===== src/rtl/tsc_pkg.sv =====
package tsc_pkg;

  // fixed field widths
  localparam int SAMP_W = 16;
  localparam int TIDX_W = 10;
  localparam int TL_W   = 11;
  localparam int SL_W   = 20;
  localparam int CFG_W  = 20;
  localparam int PIDX_W = 20;
  localparam int CORR_W = 42;
  localparam int HALF_W = CORR_W / 2;
  localparam int MAG_W  = 2 * CORR_W;

  localparam logic [TL_W-1:0] TRAIN_LENGTH_RST = 11'd800;
  localparam logic [SL_W-1:0] SEARCH_LIMIT_RST = 20'd10180;

  localparam logic signed [CORR_W-1:0] CORR_MAX = {1'b0, {(CORR_W-1){1'b1}}};
  localparam logic signed [CORR_W-1:0] CORR_MIN = {1'b1, {(CORR_W-1){1'b0}}};

  localparam logic REQ_TAP  = 1'b0;
  localparam logic REQ_DATA = 1'b1;

  typedef enum logic [0:0] {
    REG_TRAIN_LENGTH = 1'b0,
    REG_SEARCH_LIMIT = 1'b1
  } cfg_reg_t;

  typedef struct packed {
    logic signed [SAMP_W-1:0] re;
    logic signed [SAMP_W-1:0] im;
  } cplx_t;

  typedef enum logic [1:0] {
    RING_HOLD,
    RING_INSERT,
    RING_FWD,
    RING_BACK
  } ring_op_t;

  typedef enum logic [2:0] {
    S_IDLE,
    S_FWD,
    S_BACK,
    S_MAG,
    S_EMIT
  } state_t;

endpackage


===== src/rtl/tsc_cell.sv =====
module tsc_cell (
  input  logic              clk,
  input  tsc_pkg::ring_op_t op,
  input  tsc_pkg::cplx_t    prev,
  input  tsc_pkg::cplx_t    next,
  output tsc_pkg::cplx_t    q
);

  // insert and back rotation both pull from the previous cell
  always_ff @(posedge clk) begin
    case (op)
      tsc_pkg::RING_INSERT: q <= prev;
      tsc_pkg::RING_BACK:   q <= prev;
      tsc_pkg::RING_FWD:    q <= next;
      tsc_pkg::RING_HOLD:   q <= q;
      default:              q <= q;
    endcase
  end

endmodule


===== config.mk =====
export PLATFORM = sky130hd
export DESIGN_NAME = tsc_cell
export DESIGN_NICKNAME = d
export VERILOG_FILES = /design/src/rtl/tsc_pkg.sv /design/src/rtl/tsc_cell.sv
export SDC_FILE = /design/constraint.sdc
export NUM_CORES = 1
export LEC_CHECK = 0
export BUFFER_PORTS_ARGS = -buffer_cell sky130_fd_sc_hd__buf_2
export CAP_MARGIN = 20
export CORE_ASPECT_RATIO = 0.5
export CORE_MARGIN = 3
export CORE_UTILIZATION = 25
export CTS_CLUSTER_DIAMETER = 30
export DETAILED_ROUTE_END_ITERATION = 8
export HOLD_SLACK_MARGIN = 0.15
export SKIP_CTS_REPAIR_TIMING = 1
export SYNTH_ARGS = -nofsm -noshare
export SYNTH_HDL_FRONTEND = slang
export SYNTH_SLANG_ARGS = --single-unit

===== constraint.sdc =====
create_clock -name clk -period 1.4 [get_ports clk]
set_clock_uncertainty 0.15 [all_clocks]
set_input_delay 0.07 -clock clk [delete_from_list [all_inputs] [get_ports clk]]
set_output_delay 0.07 -clock clk [all_outputs]
set_load 0.02 [all_outputs]

# Yosys cells after proc, flatten, opt, wreduce, memory -nomap -nowiden

Index checks and enable logic that the tools add are counted.

Reduce and logical (&&, ||, !) cells: 2
Multiplexer cells: 1
Equality and inequality tests: 3

Operators with widths:

| operator                                                              | count |
|---|---|
| 32-bit one-hot mux with 2 select lines                                | 1 |
| 2-bit equality test, second input constant                            | 2 |
| 2-bit by 1-bit equality test with 1-bit output, second input constant | 1 |
| 2-bit logical NOT                                                     | 1 |
| 2-bit OR reduction                                                    | 1 |

Register bits after elaboration: 32
Output and inout port bits: 32
Bits of input ports: 67
Word-level logic and storage cells: 8

# Longest topological paths before layout

Gate-level depths: netlist of the first run.

Depth after elaboration: 3
Mapped depth: 4

# Worst setup path after synthesis of the first run

OpenSTA, ideal clock, no wires.

Kind: input -> register
Start point: input op[1]
End point: register q[0] (netlist bit), data pin
Slack: 0.248 ns
Stages on the path: 4
Required time: 0.990 ns
Buffers on the path: 2
Data arrival time: 0.742 ns
Cell sequence: nor2b_4 buf_6 buf_12 mux2_4

Word-level cells in the longest chain between the ends: 3
Elaborated cells between the ends (all ways): 5
Classes of those cells: eq/ne: 3; mux: 1; reduce/logical: 1

RTL lines:

| what                                                                                  | line           | source |
|---|---|---|
| from (decl)                                                                           | tsc_cell.sv:3  | `input tsc_pkg::ring_op_t op,` |
| 2-bit equality test or 2-bit by 1-bit equality test with 1-bit output (tied branches) | tsc_cell.sv:11 | `case (op)` |
| 2-bit OR reduction (no line)                                                          | --             |  |
| 32-bit one-hot mux with 2 select lines (*)                                            | tsc_cell.sv:11 |  |
| to (signal assigned)                                                                  | tsc_cell.sv:12 | `tsc_pkg::RING_INSERT: q <= prev;` |
| to (signal assigned)                                                                  | tsc_cell.sv:13 | `tsc_pkg::RING_BACK: q <= prev;` |
| to (signal assigned)                                                                  | tsc_cell.sv:14 | `tsc_pkg::RING_FWD: q <= next;` |
| to (decl)                                                                             | tsc_cell.sv:6  | `output tsc_pkg::cplx_t q` |

Mark *: on every way between the ends. The rest lies on a longest branch, timed or not.
A chain may end at the register's enable or synchronous reset.

# Worst setup path after layout of the first run

Start point: input prev[2] (netlist bit)
End point: register q[2] (netlist bit), data pin

Word-level cells in the longest chain between the ends: 1

RTL lines:

| what                                   | line           | source |
|---|---|---|
| from (decl)                            | tsc_cell.sv:4  | `input tsc_pkg::cplx_t prev,` |
| 32-bit one-hot mux with 2 select lines | tsc_cell.sv:11 |  |

No other way between the ends.

==> reports/qor.txt, run 1 <==
Chip Width -> 116.5 microns
Placeable Area -> 5682 sq um
crit path DAT -> 1020 ps
fraction of layout instances using a drive strength above 1 -> 0.5858
Register Area -> 960.9 sq um
vias in the first global route -> 1037
Tot GR Track Use -> 0.08934
number of top-level pins -> 99
Synthesized Nets -> 137
standby leakage power -> 1.314 nW
count of final setup violators -> 0
maximum number of pins on one net before global-route repair -> 33
Final WS setup -> 243.6 ps
first-pass GRT wire length -> 4850 microns
net total in the final layout -> 305
number of buffers inserted during clock tree synthesis -> 5
Die Span Y -> 61.23 microns
final antenna diode count -> 0
deepest clock path buffer count -> 2
minimum period implied by the final worst setup slack -> 1156 ps
1st-iter DRT viols -> 27
area of the mapped netlist -> 1525 sq um
startpoint types -> input pin
maximum clock frequency -> 864.8 MHz
pwr dens -> 1002 nW/um^2
worst slew pin tran -> 189.6 ps
vias post-DR -> 1274
worst setup timing slack at the placement stage -> 59.91 ps
Die Outline Area -> 7131 sq um
layout overhead on the synthesized area -> 88.35%
Post-Syn Instances -> 70
CTS sink count -> 32
final weighted congestion of routability-driven global placement -> 0.7276
initial antenna violation count -> 0
Detail Placement HPWL -> 2683 microns
outcome -> completed
flip-flop and latch count after synthesis -> 32
multi-input gate area in the final layout -> 493.0 sq um
TritonCTS clock tree -> done
ratio of routed vias to standard cells -> 4.083
number of levels the H-tree was split into -> 2
cell row count -> 19
Max-slew headroom -> 0.8733
Hold Crit Start -> op[0]
Setup crit end kind -> flop
final routed wire length divided by cell count -> 14.20 microns
Starting Density -> 0.2684
CTS clock-pin slew for the worst setup and hold paths -> 50 ps
leading registers by flop count -> q: 32 flops
total length of routed wires -> 4431 microns
number of library cell types mapped by synthesis -> 7
Max Cap Violations -> 0
Pins Over Slew Limit -> 0
total negative setup slack -> 0 ps
number of fill cells -> 485
register bank with the most flops -> q
remaining number of nets flagged by the antenna check after routing -> 0
TritonRoute pass-1 iters -> 3
Critical Setup Path Class -> input pin to flop
sequential element share of the synthesized area -> 0.6300
per-instance average area after synthesis -> 21.79 sq um
fin crit share -> 0.8260
Syn. warnings -> 0
Hold Fails Final Rpt -> 0
Peak supply drop -> 0.0005139 V
total global routing overflow -> 0
setup repair after global routing missed its margin -> no
Post-route DRC -> 0
max reg flops -> 32
worst endpoint required time -> 1270 ps
Root Driver -> sky130_fd_sc_hd__clkbuf_16
type of the worst min-delay path -> input pin to flop
CP startpoint -> prev[2]
worst-path maximum fanout -> 1
Port Buffer Count -> 98
-- synth_stat cells --
library cell / instances / area [sq um]
sky130_fd_sc_hd__nor2b_4: 1 / 13.76
sky130_fd_sc_hd__buf_12: 3 / 60.06
sky130_fd_sc_hd__buf_6: 1 / 11.26
sky130_fd_sc_hd__mux2_2: 2 / 22.52
sky130_fd_sc_hd__edfxtp_1: 32 / 960.9
sky130_fd_sc_hd__or2_2: 1 / 6.260
sky130_fd_sc_hd__mux2_4: 30 / 450.4
-- stage by stage --
step | hold slack [ps] | std cells | utilization | area (sq um) | power, mW
final | 141.0 | 312 | 0.5056 | 2873 | 2.877
after global routing | 161.2 | 312 | 0.5056 | 2873 | 2.995
after CTS | -55.59 | 248 | 0.3929 | 2232 | 2.755
after detailed placement | 223.5 | 240 | 0.3689 | 2096 | 1.752
after global placement | 219.3 | 240 | 0.3689 | 2096 | 1.737
after floorplan | 137.5 | 70 | - | 1525 | 1.539
-- worst paths after layout --
kind | depth (start not counted) | end
worst max-delay path | 3 | q[2]
worst min-delay path | 3 | q[30]
-- cell usage in the layout, fill, tap and decap left out, drive strengths merged --
cell type    instances
buf                101
dlygate4sd3         64
edfxtp              32
mux2                32
clkbuf               7
nor2b                1
or2                  1
clkinv               1
-- worst max-delay path, cell delays in order --
cell and delay, ps:
sky130_fd_sc_hd__dlygate4sd3_1 550, sky130_fd_sc_hd__buf_2 130, sky130_fd_sc_hd__mux2_4 270
-- cell families (layout without fill, tap and decap cells) --
logic type	count (synthesis)	count (layout)	synth area share
buf+inv	4	173	0.04676
flops	32	32	0.6300
mux	32	32	0.3101
simple gates	2	2	0.01313
-- final cells by class --
cell class / count / share of cell area
clock inverter: 1 / 0.001307
multi-input combinational: 34 / 0.1716
clock buffer: 7 / 0.04617
sequential: 32 / 0.3345
timing repair buffer: 165 / 0.4146
tap: 73 / 0.03179
-- per-layer routing --
metal | share of wire | GRT usage | vias up
met1 | 0.34 | 0.09506 | 634
met3 | 0.021 | 0.02650 | 8
met4 | 0.018 | 0.02810 | 0
li1 | - | - | 606
met5 | 0 | 0 | -
met2 | 0.62 | 0.1748 | 26
-- where the power goes --
group	switching (mW)	internal [mW]	leakage, nW	total, mW
combinational	0.297	0.372	0.922	0.669
clock	0.352	0.652	0.0655	1.00
sequential	0.0247	1.18	0.326	1.20
total	0.674	2.20	1.31	2.88
Power figures use the tool's default switching activity.
==> run 2: changes to the inputs <==
Clock period 1.4 ns to 1 ns, I/O delays scaled along.
==> run 2 against run 1 <==
Net effect:
- clock-buffer cell count is 2 lower
- die area stayed put
- combinational power is 33% higher
- critical path type is now flop to output port
- sequential cell count stayed put
- critical path depth is 2 lower
- cell area is 13% lower
- sequential share of layout area is 5.0 points higher
- total power is 48% higher
- cell count is 19% lower
- worst hold slack worse by 210 ps
- first-iteration DRC count is 33% lower
- the flow now finishes with violations (negative hold slack, negative setup slack)
- highest routed layer unchanged
- routed wire length is 20% lower
==> reports/qor.txt, run 2 (synthesis results as in run 1) <==
final antenna diode count -> 0
1st-iter DRT viols -> 18
setup repair after global routing missed its margin -> yes
Max-slew headroom -> 0.6957
Critical Setup Path Class -> flop to output port
number of top-level pins -> 99
Setup crit end kind -> output port
pwr dens -> 1709 nW/um^2
net total in the final layout -> 246
type of the worst min-delay path -> input pin to flop
fraction of layout instances using a drive strength above 1 -> 0.8111
initial antenna violation count -> 0
placed cell area -> 2086 sq um
final weighted congestion of routability-driven global placement -> 0.6707
TritonCTS clock tree -> done
Flop pwr share -> 0.401
layout overhead on the synthesized area -> 63.90%
remaining number of nets flagged by the antenna check after routing -> 0
total length of routed wires -> 3529 microns
most frequent cells in the layout -> 73 x sky130_fd_sc_hd__buf_2, 32 x sky130_fd_sc_hd__mux2_4, 32 x sky130_fd_sc_hd__edfxtp_1
Hold Fails Final Rpt -> 32
worst slew pin tran -> 456.5 ps
number of levels the H-tree was split into -> 2
Post-route DRC -> 0
switching share of power -> 0.2228
cell type group with the largest total delay on the critical path -> flip-flops
vias in the first global route -> 1059
maximum clock frequency -> 981.5 MHz
standby leakage power -> 1.158 nW
violations in the final reports -> negative hold slack, negative setup slack
PnR Total Power -> 4.272 mW
most frequent standard cell in the layout excluding fill and tap cells -> sky130_fd_sc_hd__buf_2
clock network power share -> 0.391
worst setup timing slack at the placement stage -> -289.7 ps
share of power burned in combinational logic -> 0.208
total negative setup slack -> -43.45 ps
Max Cap Violations -> 0
worst endpoint required time -> 800 ps
Starting Density -> 0.2684
startpoint types -> flop
Die Span Y -> 61.23 microns
Critical Path Max Stage Delay -> 400 ps
cell area after layout -> 2500 sq um
multi-input gate area in the final layout -> 503.0 sq um
end-of-flow core utilization -> 0.4400
deepest clock path buffer count -> 2
vias post-DR -> 1016
Die Outline Area -> 7131 sq um
Port Buffer Count -> 98
ratio of routed vias to standard cells -> 4.016
CTS sink count -> 32
Final WS setup -> -18.86 ps
internal power summed over all cells -> 3.320 mW
critical path's slowest cell -> sky130_fd_sc_hd__edfxtp_1
Peak supply drop -> 0.0007121 V
switching pwr -> 951.9 uW
register bank with the most flops -> q
number of buffers inserted during clock tree synthesis -> 5
Root Driver -> sky130_fd_sc_hd__clkbuf_16
Pins Over Slew Limit -> 0
Tot GR Track Use -> 0.08823
minimum period implied by the final worst setup slack -> 1019 ps
TritonRoute pass-1 iters -> 4
count of final setup violators -> 8
worst-path maximum fanout -> 1
Chip Width -> 116.5 microns
CTS clock-pin slew for the worst setup and hold paths -> 50 ps
final routed wire length divided by cell count -> 13.95 microns
crit path DAT -> 820 ps
Register Area -> 960.9 sq um
leading registers by flop count -> q: 32 flops
first-pass GRT wire length -> 4843 microns
cell row count -> 19
total global routing overflow -> 0
Placeable Area -> 5682 sq um
fin crit share -> 1.019
hold_ws -> -71.01 ps
number of fill cells -> 516
critical path cell sequence -> buf_6
buffers plus inverters on the worst setup path -> 1
outcome -> finished, violations left
maximum number of pins on one net before global-route repair -> 33
Final Non-Filler Cells -> 253
max reg flops -> 32
cell count after placement -> 240
## run 2: area by class of cell
cell class / instances / share of cell area
Sequential cell: 32 / 0.3844
Timing Repair Buffer: 106 / 0.3128
Multi-Input combinational cell: 34 / 0.2012
Clock buffer: 5 / 0.05005
Tap cell: 73 / 0.03654
Clock inverter: 3 / 0.01502
## run 2: routing by layer
layer / share of wire / vias to the layer above / routed length (microns) / GRT usage
li1: - / 490 / - / -
met1: 0.36 / 501 / 1260 / 0.09434
met2: 0.60 / 23 / 2110 / 0.1756
met3: 0.038 / 2 / 135 / 0.02355
met4: 0.0062 / 0 / 22 / 0.02479
met5: 0 / - / 0 / 0
## run 2: worst paths after layout
kind | from | to | slack, ps | cells after the start
worst max-delay path | q[24] | q[24] | -20 | 1
worst min-delay path | next[16] | q[16] | -70 | 2
## run 2: power groups by stage
stage	Combinational, mW	Clock, mW	Sequential [mW]
floorplan	0.245	0	1.91
global placement	0.719	0	1.71
detailed placement	0.728	0	1.72
CTS	0.728	1.70	1.69
global route	0.940	1.78	1.73
finish	0.887	1.67	1.71
