`config.mk`:
```
export PLATFORM = sky130hd
export DESIGN_NAME = tsc_magsq
export DESIGN_NICKNAME = d
export VERILOG_FILES = /design/src/rtl/tsc_pkg.sv /design/src/rtl/tsc_magsq.sv
export SDC_FILE = /design/constraint.sdc
export NUM_CORES = 2
export LEC_CHECK = 0
export ABC_AREA = 1
export BUFFER_PORTS_ARGS = -buffer_cell sky130_fd_sc_hd__buf_2
export CAP_MARGIN = 30
export CELL_PAD_IN_SITES_DETAIL_PLACEMENT = 1
export CELL_PAD_IN_SITES_GLOBAL_PLACEMENT = 2
export CORE_ASPECT_RATIO = 1.2
export CORE_MARGIN = 4
export CORE_UTILIZATION = 39
export DETAILED_ROUTE_END_ITERATION = 7
export PLACE_DENSITY = 0.85
export SKIP_CTS_REPAIR_TIMING = 1
export SLEW_MARGIN = 20
export SYNTH_ARGS = -nofsm -noshare
export SYNTH_HDL_FRONTEND = slang
export SYNTH_SLANG_ARGS = --single-unit
```
`constraint.sdc`:
```
create_clock -name clk -period 12.2 [get_ports clk]
set_input_delay 2.44 -clock clk [delete_from_list [all_inputs] [get_ports clk]]
set_output_delay 2.44 -clock clk [all_outputs]
set_load 0.005 [all_outputs]
```
`src/rtl/tsc_pkg.sv`:
```
package tsc_pkg;

  // fixed field widths
  localparam int SAMP_W = 16;
  localparam int TIDX_W = 10;
  localparam int TL_W   = 11;
  localparam int SL_W   = 20;
  localparam int CFG_W  = 20;
  localparam int PIDX_W = 20;
  localparam int CORR_W = 42;
  localparam int HALF_W = CORR_W / 2;
  localparam int MAG_W  = 2 * CORR_W;

  localparam logic [TL_W-1:0] TRAIN_LENGTH_RST = 11'd800;
  localparam logic [SL_W-1:0] SEARCH_LIMIT_RST = 20'd10180;

  localparam logic signed [CORR_W-1:0] CORR_MAX = {1'b0, {(CORR_W-1){1'b1}}};
  localparam logic signed [CORR_W-1:0] CORR_MIN = {1'b1, {(CORR_W-1){1'b0}}};

  localparam logic REQ_TAP  = 1'b0;
  localparam logic REQ_DATA = 1'b1;

  typedef enum logic [0:0] {
    REG_TRAIN_LENGTH = 1'b0,
    REG_SEARCH_LIMIT = 1'b1
  } cfg_reg_t;

  typedef struct packed {
    logic signed [SAMP_W-1:0] re;
    logic signed [SAMP_W-1:0] im;
  } cplx_t;

  typedef enum logic [1:0] {
    RING_HOLD,
    RING_INSERT,
    RING_FWD,
    RING_BACK
  } ring_op_t;

  typedef enum logic [2:0] {
    S_IDLE,
    S_FWD,
    S_BACK,
    S_MAG,
    S_EMIT
  } state_t;

endpackage

```
`src/rtl/tsc_magsq.sv`:
```
module tsc_magsq (
  input  logic                                clk,
  input  logic                                rst,
  input  logic                                start,
  input  logic signed [tsc_pkg::CORR_W-1:0]   re,
  input  logic signed [tsc_pkg::CORR_W-1:0]   im,
  output logic                                done,
  output logic        [tsc_pkg::MAG_W-1:0]    mag
);

  localparam logic [2:0] LAST_STEP = 3'd5;

  logic [tsc_pkg::CORR_W-1:0]   ma;
  logic [tsc_pkg::CORR_W-1:0]   mb;
  logic                         busy;
  logic [2:0]                   step;
  logic [2:0]                   prod_step;
  logic                         pv;
  logic [2*tsc_pkg::HALF_W-1:0] prod;
  logic [tsc_pkg::CORR_W-1:0]   part;
  logic [tsc_pkg::HALF_W-1:0]   op_x;
  logic [tsc_pkg::HALF_W-1:0]   op_y;
  logic [tsc_pkg::MAG_W-1:0]    term;

  function automatic logic [tsc_pkg::CORR_W-1:0] abs_corr(
    input logic signed [tsc_pkg::CORR_W-1:0] v
  );
    return v[tsc_pkg::CORR_W-1] ? (~v + tsc_pkg::CORR_W'(1)) : v;
  endfunction

  // a^2 = lo*lo + (hi*lo << half+1) + (hi*hi << 2*half), real part then imaginary
  always_comb begin
    part = (step < 3'd3) ? ma : mb;
    case (step)
      3'd0, 3'd3: begin
        op_x = part[tsc_pkg::HALF_W-1:0];
        op_y = part[tsc_pkg::HALF_W-1:0];
      end
      3'd1, 3'd4: begin
        op_x = part[tsc_pkg::CORR_W-1:tsc_pkg::HALF_W];
        op_y = part[tsc_pkg::HALF_W-1:0];
      end
      3'd2, 3'd5: begin
        op_x = part[tsc_pkg::CORR_W-1:tsc_pkg::HALF_W];
        op_y = part[tsc_pkg::CORR_W-1:tsc_pkg::HALF_W];
      end
      default: begin
        op_x = '0;
        op_y = '0;
      end
    endcase
  end

  always_comb begin
    case (prod_step)
      3'd1, 3'd4: term = tsc_pkg::MAG_W'(prod) << (tsc_pkg::HALF_W + 1);
      3'd2, 3'd5: term = tsc_pkg::MAG_W'(prod) << tsc_pkg::CORR_W;
      default:    term = tsc_pkg::MAG_W'(prod);
    endcase
  end

  always_ff @(posedge clk) begin
    if (rst) begin
      busy <= 1'b0;
      step <= '0;
      pv   <= 1'b0;
      done <= 1'b0;
    end else begin
      done <= pv && (prod_step == LAST_STEP);
      pv   <= busy;
      if (start) begin
        busy <= 1'b1;
        step <= '0;
      end else if (busy) begin
        step <= step + 3'd1;
        if (step == LAST_STEP) begin
          busy <= 1'b0;
        end
      end
    end
  end

  always_ff @(posedge clk) begin
    if (start) begin
      ma  <= abs_corr(re);
      mb  <= abs_corr(im);
      mag <= '0;
    end else if (pv) begin
      mag <= mag + term;
    end
    if (busy) begin
      prod      <= op_x * op_y;
      prod_step <= step;
    end
  end

endmodule

```
Yosys cells after proc, flatten, opt, wreduce, memory -nomap -nowiden
Index checks and enable logic that the tools add are counted.
{"block": "classes", "n_bitwise": 2, "n_addsub": 4, "n_mux": 9, "eq_ne": 9, "n_lt_le_gt_ge": 1, "n_reduce_logical": 9, "multipliers": 1}
{"operator": "one-hot mux 84 bit (2 select lines)", "count": 1}
{"operator": "adder 42 x 2 -> 42 bit (second input constant)", "count": 2}
{"operator": "adder 84 bit", "count": 1}
{"operator": "NOT 42 bit", "count": 2}
{"operator": "one-hot mux 21 bit (2 select lines)", "count": 2}
{"operator": "2-to-1 mux 41 bit", "count": 2}
{"operator": "multiplier 21 x 21 -> 42 bit", "count": 1}
{"operator": "2-to-1 mux 42 bit", "count": 1}
{"operator": "equality test 3 bit (second input constant)", "count": 4}
{"operator": "OR reduction 2 bit", "count": 5}
{"operator": "equality test 3 x 2 -> 1 bit (second input constant)", "count": 3}
{"operator": "OR reduction 4 bit", "count": 2}
{"operator": "equality test 3 x 1 -> 1 bit (second input constant)", "count": 2}
{"operator": "adder 3 x 1 -> 3 bit (second input constant)", "count": 1}
{"operator": "logical NOT 3 bit", "count": 1}
{"operator": "< comparator 3 x 2 -> 1 bit (second input constant)", "count": 1}
{"operator": "2-to-1 mux 1 bit", "count": 3}
{"operator": "logical AND 1 bit", "count": 1}
{"block": "totals", "out_inout_bits": 85, "input_bits": 87, "reg_bits": 219}

Logic depth before layout (Yosys ltp)
{"block": "logic_depth", "word_depth": 4, "depth_mapped": 34, "ltp_nobuf": 32}

Worst setup path before layout
Ideal clock, no wire load.
{"block": "synth_path", "path_kind": "register -> register", "from": "register step[0]", "to": "register prod[24] in the netlist's numbering, data pin", "setup_slack_ns": 5.148, "setup_time_ns": 0.265, "required_ns": 11.935, "stages_incl_launch_ff": 33, "t_arrival_ns": 6.787, "path_cell_list": "dfxtp_1 -> inv_2 -> ha_1 -> inv_1 -> nor2_1 -> a211oi_1 -> clkbuf_1 -> o22ai_1 -> buf_2 -> nand2_1 -> inv_1 -> fa_1 -> fa_1 -> inv_1 -> fa_1 -> inv_1 -> fa_1 -> inv_1 -> fa_1 -> inv_1 -> fa_1 -> inv_1 -> fa_1 -> inv_1 -> ha_1 -> a21o_1 -> a21oi_1 -> nor2_1 -> nor2_1 -> nand2_1 -> a21oi_1 -> o21ai_0 -> xor2_1"}
{"block": "synth_between", "elab_chain_cells": 4}
{"item": "start, declared", "line": "tsc_magsq.sv:16", "text": "logic [2:0] step;"}
{"item": "start signal, assigned", "line": "tsc_magsq.sv:75", "text": "step <= step + 3'd1;"}
{"item": "< comparator 3 x 2 -> 1 bit, or another cell as far along", "line": "tsc_magsq.sv:33", "text": "part = (step < 3'd3) ? ma : mb;"}
{"item": "2-to-1 mux 42 bit, or another cell as far along", "line": "tsc_magsq.sv:33"}
{"item": "one-hot mux 21 bit (2 select lines)", "line": "tsc_magsq.sv:34", "text": "case (step)"}
{"item": "multiplier 21 x 21 -> 42 bit (*)", "line": "tsc_magsq.sv:92", "text": "prod <= op_x * op_y;"}
{"item": "end signal, assigned", "line": "tsc_magsq.sv:92"}
{"item": "end, declared", "line": "tsc_magsq.sv:19", "text": "logic [2*tsc_pkg::HALF_W-1:0] prod;"}
Every way passes the cells marked *; elsewhere a longest branch is shown, timed or not.
A chain may end at the register's enable or synchronous reset.

Worst setup path after layout
{"block": "layout_path", "from": "register step[2]", "to": "register prod[25] in the netlist's numbering, data pin"}
Same word-level chain as after synthesis.

==> flow_summary.yaml <==
detailed_routing:
  wl_per_cell_um: 21.0
  firstDrtPassIters: 5
  drt_wl_total_um: 133000
  drc: 0
  drt_iter0_markers: 1631
  vias: 31900
  avgViaCountPerCell: 5.03
  detail-route-antenna-nets: 0
logic_synthesis:
  synth_flop_cell: "edfxtp_1"
  async_flop_share_pct: 0
  yosysWarnings: 0
  synth_area_per_cell_sq_um: 6.75
  synth_edf_count: 129
  syn_nets: 5755
  netlist_instances: 5066
  synth-seq-cells: 219
  ys_seq_area_share_pct: 16.6
  ys_types: 44
  syn-cell-area_sq_mm: 0.0342
setup_path:
  crit_type: "register to register"
  rr_worst_depth: 25
  start_kind: "register"
  critical_path_arrival_ns: 8.92
  reg2reg_from: "step[2]"
  critPathMaxFanout: 42
  startpoint: "step[2]"
  cp-end-kind: "register"
  max_stage_delay_ns: 0.57
  rrSetupSlack_ns: 3.65
  path_common_cell: "fa_1"
  r2r-end: "prod[25]"
  slowest_stage: "buf_4"
  required_ns: 12.57
timing:
  period_share_pct: 70.1
  finClkSkew_ns: 0.0123
  rsz0062_at_grt: "no"
  period_needed_ns: 8.55
  tightest_slew_ns: 0.846
  setup_viol: 0
  relSlewSlack_pct: 43.6
  max_freq_ghz: 0.117
  drv_slew: 0
  hold_viol: 0
  fin_setup_tns_ns: 0
place:
  numPortBuffers: 171
  routabilityCongestion: 0.980
  hpwlAfterDp_um: 111000
cts:
  ctsHtreeMaxLevel: 1
  root_buffer: "clkbuf_16"
  cts.clk_slew.worst_paths_ns: 0.07
  cts_buffers: 29
  cts_num_sinks: 219
  cts_tree: "yes"
  clkLatencyLatePin_ns: 0.62
  cts_max_path_buffers: 3
die:
  fp.dieArea_sq_mm: 0.0925
  row_count: 118
  io_pins: 172
  coreArea_sq_mm: 0.0867
  start_util_pct: 39.5
  die_x_um: 278
  die_y_um: 332
layout:
  drive_gt1_share_pct: 7.07
  fillers: 11300
  areaGrowthSynthToFinish_pct: 9.91
  num-nets-final: 5869
outcome:
  status: "finished, final reports clean"
global_route:
  grt_antenna_before_repair: 0
  busiest_layer: "met2"
  use_met3_pct: 2.43
  use_met2_pct: 53.3
  grt_first_pass_wirelength_um: 204000
  grt_max_degree: 80
  grt-ovfl-total: 0
  grt_usage_pct: 28.5
  grt_pass1_vias: 34800
  grtUsageMet1_pct: 33.0
worst_hold_path:
  holdCritStartpoint: "prod_step[1]"
  min_path_cells: 1
  whs_endpoint: "done"
  hold_class: "register to register"
flow_run:
  max_cap_violations: 0
[synth_stat cells, drive strengths merged, types with 20 or more instances]
| cell type | number | area [sq um] |
|---|---|---|
| nand2 | 1409 | 5290 |
| inv | 1307 | 4910 |
| nor2 | 536 | 2010 |
| fa | 359 | 7190 |
| ha | 243 | 3040 |
| nand3 | 154 | 771 |
| a21oi | 137 | 686 |
| edfxtp | 129 | 3870 |
| o21ai | 120 | 619 |
| xor2 | 119 | 1040 |
| dfxtp | 90 | 1800 |
| buf | 88 | 465 |
| o22ai | 84 | 526 |
| clkbuf | 56 | 210 |
| mux2i | 42 | 420 |
| xnor2 | 41 | 359 |
| nor3 | 40 | 210 |
| nand4 | 31 | 194 |
| o21bai | 20 | 150 |
[final cells by class]
cell class	count	area (sq um)	share of cell area (%)
flip-flops and latches	219	5680	15.1
clock buffers	38	836	2.22
inverters	1309	4910	13.1
well taps	1140	1430	3.79
repair buffers	227	1360	3.61
diodes	1	2.50	0.00666
multi-input cells	3394	23200	61.8
clock inverters	16	140	0.373
[critical path: cells and delay by family, from the launching register on]
family	cells	cell delay [ns]
adders and majority gates	8	3.93
buffers and inverters	7	1.33
AOI/OAI and AO/OA	4	1.17
and+or+nand+nor	4	0.93
DFF	1	0.51
muxes	1	0.25
xor gates and xnor gates	1	0.10
[worst max-delay path by stage]
| stage | endpoint | slack [ns] | cells after the start |
|---|---|---|---|
| finish | prod[25] | 3.65 | 25 |
| detailed placement | prod[25] | 3.68 | 26 |
| global placement | prod[29] | 3.81 | 27 |
| global route | prod[25] | 3.38 | 25 |
| CTS | prod[25] | 3.68 | 26 |
| floorplan | prod[24] | 5.15 | 32 |
[flip-flops by register name (all words and copies together) (netlist names)]
| register | cells |
|---|---|
| mag | 84 |
| ma | 42 |
| mb | 42 |
| prod | 42 |
| prod_step | 3 |
| step | 3 |
| busy | 1 |
| done | 1 |
| pv | 1 |
[cells in the final DEF, fill, tap and decap left out, drive strengths merged]
master / count
nor3: 40
xnor2: 41
o22ai: 84
a211oi: 3
a21o: 6
o2111ai: 2
nor2: 536
o21bai: 20
nor4: 14
a21oi: 137
o31ai: 4
o211ai: 3
clkbuf: 38
fa: 359
and2: 1
inv: 1311
dfxtp: 90
xor2: 119
o41ai: 1
nand3: 154
a21boi: 6
clkinvlp: 3
nor3b: 2
nand4: 31
ha: 243
edfxtp: 129
diode: 1
nand3b: 2
mux2i: 42
o21a: 4
or2: 3
buf: 227
nand2: 1409
and3: 3
a31oi: 5
clkinv: 10
bufinv: 1
o21ai: 120
[through the flow]
step | cell area, sq um | setup slack [ns] | util (%) | hold slack (ns) | instances
floorplan | 34200 | 5.15 | - | 0.416 | 5066
global placement | 36500 | 3.81 | 42.1 | 0.457 | 6282
detailed placement | 36600 | 3.68 | 42.2 | 0.485 | 6286
CTS | 37500 | 3.68 | 43.3 | 0.493 | 6340
global route | 37600 | 3.38 | 43.4 | 0.514 | 6343
finish | 37600 | 3.65 | 43.4 | 0.475 | 6344
[metal layers]
layer | wire [um] | vias to the layer above
li1 | - | 15300
met1 | 52800 | 15700
met2 | 68500 | 659
met3 | 4440 | 288
met4 | 7500 | 0
met5 | 0 | -
[cell families (layout without fill, tap and decap cells)]
kind of cell / count (synthesis) / after routing / synth area share (%)
buffers and inverters: 1453 / 1590 / 16.3
AOI/OAI and AO/OA: 395 / 395 / 6.55
other: 0 / 1 / 0
and+or+nand+nor: 2195 / 2195 / 25.3
xor gates and xnor gates: 160 / 160 / 4.10
muxes: 42 / 42 / 1.23
adders and majority gates: 602 / 602 / 29.9
DFF: 219 / 219 / 16.6
Power is not shown: default switching activity piles up to over one toggle a cycle in this logic, so the estimate is an artifact.
